File: src/rtl/fqja_pkg.sv
package fqja_pkg;

  localparam int DEPTH_DEF       = 64;
  localparam int VALUE_WIDTH_DEF = 32;

  // fixed field widths of the channel ports
  localparam int ACTION_W   = 2;
  localparam int VALUE_W    = 32;
  localparam int HANDLE_W   = 6;
  localparam int POSITION_W = 6;
  localparam int OCC_W      = 7;
  localparam int STATUS_W   = 2;

  typedef enum logic [ACTION_W-1:0] {
    ACT_PUSH  = 2'd0,
    ACT_POP   = 2'd1,
    ACT_QUERY = 2'd2,
    ACT_JUMP  = 2'd3
  } action_t;

  typedef enum logic [STATUS_W-1:0] {
    ST_OK       = 2'd0,
    ST_EMPTY    = 2'd1,
    ST_FULL     = 2'd2,
    ST_NOT_LIVE = 2'd3
  } status_t;

  typedef enum logic [1:0] {
    S_IDLE,
    S_LOOKUP,
    S_APPLY
  } state_t;

  typedef enum logic [1:0] {
    CELL_HOLD,
    CELL_POP,
    CELL_PUSH,
    CELL_JUMP
  } cell_op_t;

endpackage

File: src/rtl/fqja_ram.sv
module fqja_ram #(
  parameter int WIDTH = fqja_pkg::VALUE_WIDTH_DEF,
  parameter int DEPTH = fqja_pkg::DEPTH_DEF
) (
  input  logic                     clk,
  input  logic                     we,
  input  logic [$clog2(DEPTH)-1:0] waddr,
  input  logic [WIDTH-1:0]         wdata,
  input  logic                     re,
  input  logic [$clog2(DEPTH)-1:0] raddr,
  output logic [WIDTH-1:0]         rdata_r
);

  logic [WIDTH-1:0] mem_r [DEPTH];

  always_ff @(posedge clk) begin
    if (we) begin
      mem_r[waddr] <= wdata;
    end
    if (re) begin
      rdata_r <= mem_r[raddr];
    end
  end

endmodule

File: src/rtl/fqja_cell.sv
module fqja_cell #(
  parameter int DEPTH = fqja_pkg::DEPTH_DEF,
  parameter int IDX   = 0
) (
  input  logic                             clk,
  input  fqja_pkg::cell_op_t               op,
  input  logic [$clog2(DEPTH+1)-1:0]       count,
  input  logic [$clog2(DEPTH)-1:0]         pos,
  input  logic [$clog2(DEPTH)-1:0]         target,
  input  logic [$clog2(DEPTH)-1:0]         match_key,
  input  logic [$clog2(DEPTH)-1:0]         load_key,
  input  logic [$clog2(DEPTH)-1:0]         prev_slot,
  input  logic [$clog2(DEPTH)-1:0]         next_slot,
  output logic [$clog2(DEPTH)-1:0]         slot,
  output logic                             match
);

  localparam int IDX_W = $clog2(DEPTH);
  localparam int CNT_W = $clog2(DEPTH + 1);
  localparam logic [IDX_W-1:0] MY_IDX = IDX_W'(IDX);
  localparam logic [CNT_W-1:0] MY_CNT = CNT_W'(IDX);

  logic [IDX_W-1:0] slot_r;
  logic [IDX_W-1:0] slot_nxt;

  assign slot  = slot_r;
  // only slots below the fill count hold queued handles
  assign match = (slot_r == match_key) && (MY_CNT < count);

  always_comb begin
    slot_nxt = slot_r;
    case (op)
      fqja_pkg::CELL_POP: begin
        slot_nxt = next_slot;
      end
      fqja_pkg::CELL_PUSH: begin
        if (MY_CNT == count) begin
          slot_nxt = load_key;
        end
      end
      fqja_pkg::CELL_JUMP: begin
        if (MY_IDX == target) begin
          slot_nxt = load_key;
        end else if ((MY_IDX > target) && (MY_IDX <= pos)) begin
          slot_nxt = prev_slot;
        end
      end
      default: begin
        slot_nxt = slot_r;
      end
    endcase
  end

  always_ff @(posedge clk) begin
    slot_r <= slot_nxt;
  end

endmodule

File: src/rtl/fifo_queue_with_jump_ahead.sv
// Each accepted word goes through a lookup state (handle compare across the cell row, lowest
// free handle search), then an apply state that shifts the cells and registers the result on
// the out_ ports. Apply waits while the output is stalled; a new word enters in idle or apply.
// Reset clears the fill count, the live-handle bits, the control state and the output valid.
// The order cells and the value RAM are not cleared; they are written before being read.
module fifo_queue_with_jump_ahead #(
  parameter int DEPTH       = fqja_pkg::DEPTH_DEF,
  parameter int VALUE_WIDTH = fqja_pkg::VALUE_WIDTH_DEF
) (
  input  logic                            clk,
  input  logic                            rst_n,
  input  logic                            in_valid,
  output logic                            in_stall,
  input  logic [fqja_pkg::ACTION_W-1:0]   in_action,
  input  logic [fqja_pkg::VALUE_W-1:0]    in_value,
  input  logic [fqja_pkg::HANDLE_W-1:0]   in_handle,
  input  logic [fqja_pkg::HANDLE_W-1:0]   in_jump_distance,
  output logic                            out_valid,
  input  logic                            out_stall,
  output logic [fqja_pkg::STATUS_W-1:0]   out_status,
  output logic [fqja_pkg::VALUE_W-1:0]    out_value,
  output logic [fqja_pkg::HANDLE_W-1:0]   out_handle,
  output logic [fqja_pkg::POSITION_W-1:0] out_position,
  output logic [fqja_pkg::OCC_W-1:0]      out_occupancy,
  output logic                            out_is_empty
);

  localparam int IDX_W = $clog2(DEPTH);
  localparam int CNT_W = $clog2(DEPTH + 1);
  localparam int PW    = (IDX_W > fqja_pkg::HANDLE_W) ? IDX_W : fqja_pkg::HANDLE_W;

  // control
  fqja_pkg::state_t state_r, state_nxt;
  logic [CNT_W-1:0] count_r, count_nxt;
  logic [DEPTH-1:0] live_r, live_nxt;
  logic             out_valid_r, out_valid_nxt;

  // captured command word
  fqja_pkg::action_t            act_r;
  logic [fqja_pkg::VALUE_W-1:0] val_r;
  logic [fqja_pkg::HANDLE_W-1:0] hdl_r;
  logic [fqja_pkg::HANDLE_W-1:0] dist_r;

  // lookup results
  fqja_pkg::status_t status_r, status_nxt;
  logic [IDX_W-1:0]  pos_r, pos_nxt;
  logic [IDX_W-1:0]  target_r, target_nxt;
  logic [IDX_W-1:0]  free_r, free_nxt;

  // output word
  logic [fqja_pkg::STATUS_W-1:0]   o_status_r, o_status_nxt;
  logic [fqja_pkg::VALUE_W-1:0]    o_value_r, o_value_nxt;
  logic [fqja_pkg::HANDLE_W-1:0]   o_handle_r, o_handle_nxt;
  logic [fqja_pkg::POSITION_W-1:0] o_pos_r, o_pos_nxt;
  logic [fqja_pkg::OCC_W-1:0]      o_occ_r, o_occ_nxt;
  logic                            o_empty_r, o_empty_nxt;

  logic              accept;
  logic              out_free;
  logic              apply_go;
  logic              ram_re;
  logic              ram_we;
  logic [VALUE_WIDTH-1:0] ram_rdata;

  logic [IDX_W-1:0]  hdl_idx;
  logic [PW-1:0]     hdl_ext;
  logic              in_range;
  logic              found;
  logic [IDX_W-1:0]  pos_enc;
  logic [IDX_W-1:0]  free_enc;
  logic              any_free;
  logic [PW-1:0]     pos_ext;
  logic [PW-1:0]     dist_ext;

  fqja_pkg::cell_op_t cell_op;
  logic [IDX_W-1:0]   load_key;
  logic [IDX_W-1:0]   slot_w [DEPTH];
  logic [DEPTH-1:0]   match_w;

  assign out_free  = !out_valid_r || !out_stall;
  assign apply_go  = (state_r == fqja_pkg::S_APPLY) && out_free;
  assign in_stall  = !((state_r == fqja_pkg::S_IDLE) || apply_go);
  assign accept    = in_valid && !in_stall;

  assign out_valid     = out_valid_r;
  assign out_status    = o_status_r;
  assign out_value     = o_value_r;
  assign out_handle    = o_handle_r;
  assign out_position  = o_pos_r;
  assign out_occupancy = o_occ_r;
  assign out_is_empty  = o_empty_r;

  // ---------------- cell row ----------------
  assign load_key = (act_r == fqja_pkg::ACT_PUSH) ? free_r : hdl_idx;

  for (genvar i = 0; i < DEPTH; i++) begin : g_cell
    logic [IDX_W-1:0] prev_s;
    logic [IDX_W-1:0] next_s;
    if (i == 0) begin : g_first
      assign prev_s = slot_w[i];
    end else begin : g_mid
      assign prev_s = slot_w[i-1];
    end
    if (i == DEPTH - 1) begin : g_last
      assign next_s = slot_w[i];
    end else begin : g_body
      assign next_s = slot_w[i+1];
    end

    fqja_cell #(
      .DEPTH (DEPTH),
      .IDX   (i)
    ) u_cell (
      .clk       (clk),
      .op        (cell_op),
      .count     (count_r),
      .pos       (pos_r),
      .target    (target_r),
      .match_key (hdl_idx),
      .load_key  (load_key),
      .prev_slot (prev_s),
      .next_slot (next_s),
      .slot      (slot_w[i]),
      .match     (match_w[i])
    );
  end

  // ---------------- value store ----------------
  assign ram_re = (state_r == fqja_pkg::S_LOOKUP);
  assign ram_we = apply_go && (act_r == fqja_pkg::ACT_PUSH) && (status_r == fqja_pkg::ST_OK);

  fqja_ram #(
    .WIDTH (VALUE_WIDTH),
    .DEPTH (DEPTH)
  ) u_value_ram (
    .clk     (clk),
    .we      (ram_we),
    .waddr   (free_r),
    .wdata   (VALUE_WIDTH'(val_r)),
    .re      (ram_re),
    .raddr   (slot_w[0]),
    .rdata_r (ram_rdata)
  );

  // ---------------- lookup ----------------
  assign hdl_idx  = IDX_W'(hdl_r);
  assign hdl_ext  = PW'(hdl_r);
  assign in_range = {1'b0, hdl_ext} < (PW+1)'(DEPTH);
  assign found    = |match_w;
  assign any_free = ~&live_r;
  assign pos_ext  = PW'(pos_enc);
  assign dist_ext = PW'(dist_r);

  // one-hot match to binary
  always_comb begin
    pos_enc = '0;
    for (int i = 0; i < DEPTH; i++) begin
      if (match_w[i]) begin
        pos_enc = pos_enc | IDX_W'(i);
      end
    end
  end

  // lowest free handle
  always_comb begin
    free_enc = '0;
    for (int i = DEPTH - 1; i >= 0; i--) begin
      if (!live_r[i]) begin
        free_enc = IDX_W'(i);
      end
    end
  end

  always_comb begin
    status_nxt = fqja_pkg::ST_OK;
    case (act_r)
      fqja_pkg::ACT_PUSH: begin
        if ((count_r >= CNT_W'(DEPTH)) || !any_free) begin
          status_nxt = fqja_pkg::ST_FULL;
        end
      end
      fqja_pkg::ACT_POP: begin
        if (count_r == '0) begin
          status_nxt = fqja_pkg::ST_EMPTY;
        end
      end
      default: begin
        if (!in_range || !live_r[hdl_idx] || !found) begin
          status_nxt = fqja_pkg::ST_NOT_LIVE;
        end
      end
    endcase
    free_nxt   = free_enc;
    pos_nxt    = pos_enc;
    target_nxt = (dist_ext >= pos_ext) ? '0 : IDX_W'(pos_ext - dist_ext);
  end

  // ---------------- apply and FSM ----------------
  always_comb begin
    state_nxt     = state_r;
    count_nxt     = count_r;
    live_nxt      = live_r;
    out_valid_nxt = out_valid_r && out_stall;
    cell_op       = fqja_pkg::CELL_HOLD;
    o_status_nxt  = o_status_r;
    o_value_nxt   = o_value_r;
    o_handle_nxt  = o_handle_r;
    o_pos_nxt     = o_pos_r;
    o_occ_nxt     = o_occ_r;
    o_empty_nxt   = o_empty_r;

    case (state_r)
      fqja_pkg::S_IDLE: begin
        if (accept) begin
          state_nxt = fqja_pkg::S_LOOKUP;
        end
      end
      fqja_pkg::S_LOOKUP: begin
        state_nxt = fqja_pkg::S_APPLY;
      end
      fqja_pkg::S_APPLY: begin
        if (apply_go) begin
          o_value_nxt  = '0;
          o_handle_nxt = '0;
          o_pos_nxt    = '0;
          if (status_r == fqja_pkg::ST_OK) begin
            case (act_r)
              fqja_pkg::ACT_PUSH: begin
                cell_op           = fqja_pkg::CELL_PUSH;
                live_nxt[free_r]  = 1'b1;
                count_nxt         = count_r + 1'b1;
                o_handle_nxt      = fqja_pkg::HANDLE_W'(free_r);
              end
              fqja_pkg::ACT_POP: begin
                cell_op             = fqja_pkg::CELL_POP;
                live_nxt[slot_w[0]] = 1'b0;
                count_nxt           = count_r - 1'b1;
                o_value_nxt         = fqja_pkg::VALUE_W'(ram_rdata);
              end
              fqja_pkg::ACT_QUERY: begin
                o_pos_nxt = fqja_pkg::POSITION_W'(pos_r);
              end
              fqja_pkg::ACT_JUMP: begin
                cell_op = fqja_pkg::CELL_JUMP;
              end
              default: begin
                cell_op = fqja_pkg::CELL_HOLD;
              end
            endcase
          end
          o_status_nxt  = status_r;
          o_occ_nxt     = fqja_pkg::OCC_W'(count_nxt);
          o_empty_nxt   = (count_nxt == '0);
          out_valid_nxt = 1'b1;
          state_nxt     = accept ? fqja_pkg::S_LOOKUP : fqja_pkg::S_IDLE;
        end
      end
      default: begin
        state_nxt = fqja_pkg::S_IDLE;
      end
    endcase
  end

  always_ff @(posedge clk) begin
    if (!rst_n) begin
      state_r     <= fqja_pkg::S_IDLE;
      count_r     <= '0;
      live_r      <= '0;
      out_valid_r <= 1'b0;
    end else begin
      state_r     <= state_nxt;
      count_r     <= count_nxt;
      live_r      <= live_nxt;
      out_valid_r <= out_valid_nxt;
    end
  end

  always_ff @(posedge clk) begin
    if (accept) begin
      act_r  <= fqja_pkg::action_t'(in_action);
      val_r  <= in_value;
      hdl_r  <= in_handle;
      dist_r <= in_jump_distance;
    end
    if (state_r == fqja_pkg::S_LOOKUP) begin
      status_r <= status_nxt;
      pos_r    <= pos_nxt;
      target_r <= target_nxt;
      free_r   <= free_nxt;
    end
    o_status_r <= o_status_nxt;
    o_value_r  <= o_value_nxt;
    o_handle_r <= o_handle_nxt;
    o_pos_r    <= o_pos_nxt;
    o_occ_r    <= o_occ_nxt;
    o_empty_r  <= o_empty_nxt;
  end

endmodule
File: config.mk
export PLATFORM = sky130hd
export DESIGN_NAME = fifo_queue_with_jump_ahead
export DESIGN_NICKNAME = d
export VERILOG_FILES = /design/src/rtl/fqja_pkg.sv /design/src/rtl/fqja_ram.sv /design/src/rtl/fqja_cell.sv /design/src/rtl/fifo_queue_with_jump_ahead.sv
export SDC_FILE = /design/constraint.sdc
export NUM_CORES = 2
export LEC_CHECK = 0
export ABC_AREA = 0
export BUFFER_PORTS_ARGS = -buffer_cell sky130_fd_sc_hd__buf_4
export CAP_MARGIN = 10
export CELL_PAD_IN_SITES_DETAIL_PLACEMENT = 1
export CELL_PAD_IN_SITES_GLOBAL_PLACEMENT = 1
export CORE_MARGIN = 1.5
export CORE_UTILIZATION = 57
export DETAILED_ROUTE_END_ITERATION = 10
export HOLD_SLACK_MARGIN = 0.03
export PLACE_DENSITY_LB_ADDON = 0.1
export SLEW_MARGIN = 5
export SYNTH_ARGS = -nofsm -noshare
export SYNTH_HDL_FRONTEND = slang
export SYNTH_SLANG_ARGS = --single-unit
File: constraint.sdc
create_clock -name clk -period 10.95 [get_ports clk]
set_input_delay 0.5475 -clock clk [delete_from_list [all_inputs] [get_ports clk]]
set_output_delay 0.5475 -clock clk [all_outputs]
set_load 0.02 [all_outputs]
Word level (Yosys, flattened, before mapping)
Memory sizes are Yosys's and may differ from the RTL's. A register that Yosys moved wholly into a read port is not among the register bits.
Cells that the tools add are included.
W data, S select, Z words.

cells by class
  $add $sub $neg = 3
  muxes and demuxes = 719
  reductions and logical operators = 226
  bitwise operators = 3
  eq/ne operators = 330
  magnitude comparators = 197

operator list
  kind                  count
  $mux W6               528
  $pmux W6 S3           63
  $mux W64              8
  $eq A6 B6 Y1          64
  $mux W32              9
  $eq A6 B7 Y1 const A  32
  $lt A6 B7 Y1 const A  32
  $eq A6 B6 Y1 const A  32
  $gt A6 B6 Y1 const A  32
  $le A6 B6 Y1 const A  32
  $ne A3 B1 Y1 const B  64
  $reduce_and A3 Y1     64
  $mux W5               32
  $logic_and A1 B1 Y1   134
  $ne A2 B1 Y1 const B  65
  $pmux W64 S2          1
  $eq A5 B7 Y1 const A  16
  $lt A5 B7 Y1 const A  16
  $eq A5 B6 Y1 const A  16
  $gt A5 B6 Y1 const A  16
  $le A5 B6 Y1 const A  16
  $and A64 B64 Y64      1
  $mux W4               16
  $not A64 Y64          1
  other kinds (56)      188

word-level totals
  input port bits = 50
  memory bits (writable) = 2,048
  output and inout bits = 56
  flip-flop bits (word level) = 578
  word-level logic and storage cells = 1,566
  memories kept = 1

memory list
  name               words  bits a word  rd ports  clocked after Yosys merged registers in  wr ports  RTL line        source
  u_value_ram.mem_r  64     32           1         1                                        1         fqja_ram.sv:14  logic [WIDTH-1:0] mem_r [DEPTH];

Longest topological paths before layout
  depth in word-level cells = 66
  gate-level depth with buffers = 21
  depth with buffers taken out = 17

Least setup slack after synthesis
No wires, ideal clock.

  path type = register to register
  start = register hdl_r, in the netlist hdl_ext[2]
  end = register target_r[2], data pin
  path slack = 7,286 ps
  clock period less this slack = 3,664 ps
  data arrival time = 3,391 ps
  path buffers = 5
  cell stages (with the launch flop) = 20
  library setup time = 273 ps
  cell sequence = edfxtp_1 > buf_4 > buf_6 > buf_4 > buf_4 > buf_4 > xor2_1 > nor4_1 > or2_2 > nor4_1 > and4_1 > ha_1 > fa_1 > nor2b_1 > o21ai_0 > nand2b_1 > a21o_1 > a21o_1 > o21ai_0 > nor3_1

between the ends
  longest elaborated chain between the ends = 66
  elaborated cells on any way between the ends = 191
  classes of those cells = add/sub: 1; order compare: 1; eq/ne: 63; mux: 63; reduce/logical: 63

ends and longest elaborated chain
  item                                                  RTL line                           source
  start, declared                                       fifo_queue_with_jump_ahead.sv:41   logic [fqja_pkg::HANDLE_W-1:0] hdl_r;
  start signal, assigned                                fifo_queue_with_jump_ahead.sv:282  hdl_r <= in_handle;
  $eq A6 B6 Y1                                          fqja_cell.sv:28                    assign match = (slot_r == match_key) && (MY_CNT < count);
  $logic_and A1 B1 Y1                                   fqja_cell.sv:28
  $mux W1                                               fifo_queue_with_jump_ahead.sv:158  if (match_w[i]) begin
  $mux W2 (2 in a row)                                  fifo_queue_with_jump_ahead.sv:158
  $mux W3 (4 in a row)                                  fifo_queue_with_jump_ahead.sv:158
  $mux W4 (8 in a row)                                  fifo_queue_with_jump_ahead.sv:158
  $mux W5 (16 in a row)                                 fifo_queue_with_jump_ahead.sv:158
  $mux W6 (31 in a row)                                 fifo_queue_with_jump_ahead.sv:158
  $mux W6 *                                             fifo_queue_with_jump_ahead.sv:158
  $sub A6 B6 Y6 / $ge A6 B6 Y1 (equally long branches)  fifo_queue_with_jump_ahead.sv:195  target_nxt = (dist_ext >= pos_ext) ? '0 : IDX_W'(pos_ext - dist_ext);
  end signal, assigned                                  fifo_queue_with_jump_ahead.sv:288  target_r <= target_nxt;
  end, declared                                         fifo_queue_with_jump_ahead.sv:47   logic [IDX_W-1:0] target_r, target_nxt;

Mark *: on every way between the ends. The rest lies on a longest branch, timed or not.
A chain may end at the register's enable or synchronous reset.

Worst setup path after layout
  start = register count_r[6]
  end = register target_r[5], data pin

between the ends
  longest elaborated chain between the ends = 66
  elaborated cells on any way between the ends = 191
  classes of those cells = add/sub: 1; order compare: 64; mux: 63; reduce/logical: 63

ends and longest elaborated chain
  item                                                  RTL line                           source
  start, declared                                       fifo_queue_with_jump_ahead.sv:34   logic [CNT_W-1:0] count_r, count_nxt;
  start signal, assigned                                fifo_queue_with_jump_ahead.sv:272  count_r <= count_nxt;
  $lt A1 B7 Y1                                          fqja_cell.sv:28
  $logic_and A1 B1 Y1                                   fqja_cell.sv:28
  $mux W1                                               fifo_queue_with_jump_ahead.sv:158
  $mux W2 (2 in a row)                                  fifo_queue_with_jump_ahead.sv:158
  $mux W3 (4 in a row)                                  fifo_queue_with_jump_ahead.sv:158
  $mux W4 (8 in a row)                                  fifo_queue_with_jump_ahead.sv:158
  $mux W5 (16 in a row)                                 fifo_queue_with_jump_ahead.sv:158
  $mux W6 (31 in a row)                                 fifo_queue_with_jump_ahead.sv:158
  $mux W6 *                                             fifo_queue_with_jump_ahead.sv:158
  $sub A6 B6 Y6 / $ge A6 B6 Y1 (equally long branches)  fifo_queue_with_jump_ahead.sv:195

Marked as above.

==> impl_results.md <==
* Status: finished, final reports clean
* Worst Reg2Reg Path Length in Cells at 17
* Vias in the first global route at 81570
* Overall Power at 21.5 mW
* Worst Skew at 0.102 ns
* Final ANT Viol Nets at 0
* Reg-to-reg critical path endpoint: target_r[5]$_SDFFCE_PP0N_
* Cells after DPL at 10390
* WP data arrival at 6.51 ns
* Endpoints failing hold at 0
* CTS max path bufs at 4
* Worst skew pair latency at 0.96 ns
* Worst reg2reg path startpoint: count_r[6]$_SDFFE_PN0P_
* First-pass GRT wire length at 616 mm
* Hold-critical path depth at 2
* Iteration-0 DRC Markers at 12460
* Ys flop type: edfxtp_1
* Post-CTS Hold Buffers at 50
* CP required at 11.56 ns
* Final min period at 5.90 ns
* Clock network power share at 0.441
* Root Driver: clkbuf_16
* Hold path start: in_value[25]
* Worst setup SP type: register
* Number of synthesized register bits at 2658
* Routed length per instance at 40.4 µm
* Crit path kind: reg -> reg
* Worst rel slew slack at 0.0707
* Async SR Flop Fraction at 0
* Clock-pin slew on the worst setup and hold paths at 0.06 ns
* Post-synth cell types at 84
* Num ports at 106
* Fin nets at 8275
* Die Ht at 444 µm
* Die Area at 197000 µm²
* Sequential share of power at 0.521
* WL final at 442 mm
* Area Overhead vs Synth at 12.5%
* Combinational Power Share at 0.039
* Core ar. at 193000 µm²
* Setup ws final at 5.05 ns
* Final Setup Violations at 0
* Fin crit share at 0.538
* I/O Buffers at 105
* Critical path capture point type: register
* Setup bufs post-CTS at 0
* Die X at 444 µm
* RSZ-0062 raised after global routing: false
* Post-Syn Area at 111000 µm²
* Mapped Nets at 8141
* # DRC at 0
* Total Routing Usage GR at 0.442
* Sw frac at 0.219
* Initial Utilization at 0.575
* Worst Tran Pin Value at 1.39 ns
* Via density at 7.43
* DRT Pass-1 Iters at 6
* Post-synthesis sequential area ratio at 0.714
* Cells after Synth at 8074
* Resized Gates After CTS at 0
* Sw power at 4.70 mW
* Reg2reg setup slack at 5.05 ns
* Share of layout cells above drive strength 1 at 0.107
* HP Class: in -> reg
* Final hold slack at 0.343 ns
* TritonCTS clock tree: yes
* H-tree Lvls at 5
* Row Count at 161
* Routability-driven placement congestion ratio at 1.04
* FMAX at 0.170 GHz
* Num Clock Sinks at 2658
* DR vias at 81308
* Dpl cell area at 115000 µm²
* Max-cap violations at 0
* Total CTS buffers at 288
* LEAKAGE at 39.8 nW
* Syn. warnings at 0
* Dpl hpwl at 252 mm
* Sum Neg Setup Slack at 0 ns
* Final core utilization at 0.647
* DP Worst Slack at 5.16 ns
* Internal at 16.8 mW
* Largest net degree at the start of global routing at 243
* Syn_area_per_cell at 13.7 µm²
* Power Density at 172 nW/µm²
* VDD IR max at 205 µV
* Total grt overflow at 0
* Worst-path maximum fanout at 21
* Cell Count, Final, Fillers Out at 10945
* Final max-slew violation count at 0
* Number of synthesized flops with an enable pin at 2584
* Post-route cell area at 125000 µm²
* Initial antenna violation count at 25
* Hold Crit Endpoint: val_r[25]$_DFFE_PP_
[critical path: stages, from the launching register on]
cell      delay (ns)
dfxtp_1         0.40
buf_4           0.29
nor2_4          0.47
nand2_1         0.37
nor2_1          0.68
nor4_1          0.26
or2_2           0.35
nor4_1          0.91
and4_1          0.38
ha_1            0.20
fa_1            0.20
nor2b_1         0.07
o21ai_0         0.16
nand2b_1        0.11
a21o_1          0.19
a21o_1          0.17
o21ai_0         0.27
nor2_1          0.11
[final cells by class]
cell class | instances | area, µm²
antenna | 16 | 40.0
clock buffer | 353 | 7590
clock inverter | 132 | 1210
fill | 17749 | 68100
inverter | 33 | 124
multi-input combinational | 4808 | 29900
sequential | 2658 | 79100
tap | 2526 | 3160
timing repair buffer | 419 | 3530
[power groups by stage]
stage / Clock, mW / Combinational (mW) / Sequential (mW)
after floorplan: 0 / 0.396 / 11.5
after global placement: 0 / 0.741 / 11.4
after detailed placement: 0 / 0.773 / 11.4
after CTS: 9.42 / 0.796 / 11.2
after global routing: 9.74 / 0.861 / 11.2
final: 9.47 / 0.830 / 11.2
[layer usage]
| layer | global-route usage | vias up | share of wire |
|---|---|---|---|
| li1 | - | 31959 | - |
| met1 | 0.550 | 40852 | 0.34 |
| met2 | 0.683 | 6778 | 0.46 |
| met3 | 0.106 | 1693 | 0.12 |
| met4 | 0.313 | 26 | 0.081 |
| met5 | 0 | - | 0.00047 |
[cells in the final DEF, fill, tap and decap left out, drive strengths merged, types with 196 or more instances in the layout]
master,Yosys,layout
a21oi,587,587
a221oi,196,196
a22oi,674,674
buf,161,369
clkbuf,414,353
edfxtp,2584,2584
nand2,676,676
nor2,482,482
o21ai,602,602
xnor2,227,227
[Yosys cell counts (88+ instances only)]
cell | n | share of area
nor2_1 | 480 | 0.016
nand3_1 | 110 | 0.0050
nand4_1 | 160 | 0.0090
a22oi_1 | 674 | 0.046
xnor2_1 | 227 | 0.018
a221oi_1 | 196 | 0.015
a31oi_1 | 188 | 0.011
nand2_1 | 675 | 0.023
a21oi_1 | 587 | 0.027
a22o_1 | 185 | 0.015
clkbuf_1 | 414 | 0.014
o21ai_0 | 594 | 0.027
xor2_1 | 163 | 0.013
edfxtp_1 | 2584 | 0.70
buf_1 | 88 | 0.0030
[flip-flops by register name, indices dropped and copies added, names as in the netlist, 7 cells and up]
signal,count
u_value_ram.mem_r,2048
out_value,32
u_value_ram.rdata_r,32
count_r,7
g_cell.u_cell.slot,384
out_occupancy,7
val_r,32
live_r,64
[kinds of logic (layout without fill, tap and decap cells)]
| group | Yosys count | after routing | share of synthesized area |
|---|---|---|---|
| adder cells (fa/ha/maj) | 17 | 17 | 0.00199 |
| AO/OA/AOI/OAI | 2587 | 2587 | 0.152 |
| multiplexers | 39 | 39 | 0.00583 |
| XOR/XNOR | 390 | 390 | 0.0308 |
| AND/OR/NAND/NOR | 1775 | 1775 | 0.0733 |
| buffers and inverters | 608 | 937 | 0.0230 |
| flip-flops | 2658 | 2658 | 0.714 |
| other | 0 | 16 | 0 |
[worst max path at each step]
stage / slack, ns / cells past startpoint / startpoint / end
final: 5.05 / 17 / count_r[6]$_SDFFE_PN0P_ / target_r[5]$_SDFFCE_PP0N_
after global routing: 5.04 / 17 / count_r[6]$_SDFFE_PN0P_ / target_r[5]$_SDFFCE_PP0N_
after CTS: 5.19 / 17 / count_r[6]$_SDFFE_PN0P_ / target_r[5]$_SDFFCE_PP0N_
after detailed placement: 5.16 / 17 / count_r[6]$_SDFFE_PN0P_ / target_r[5]$_SDFFCE_PP0N_
after global placement: 5.23 / 17 / count_r[6]$_SDFFE_PN0P_ / target_r[4]$_SDFFCE_PP0N_
after floorplan: 7.29 / 19 / hdl_ext[2]$_DFFE_PP_ / target_r[2]$_SDFFCE_PP0N_
Power figures use the tool's default switching activity.
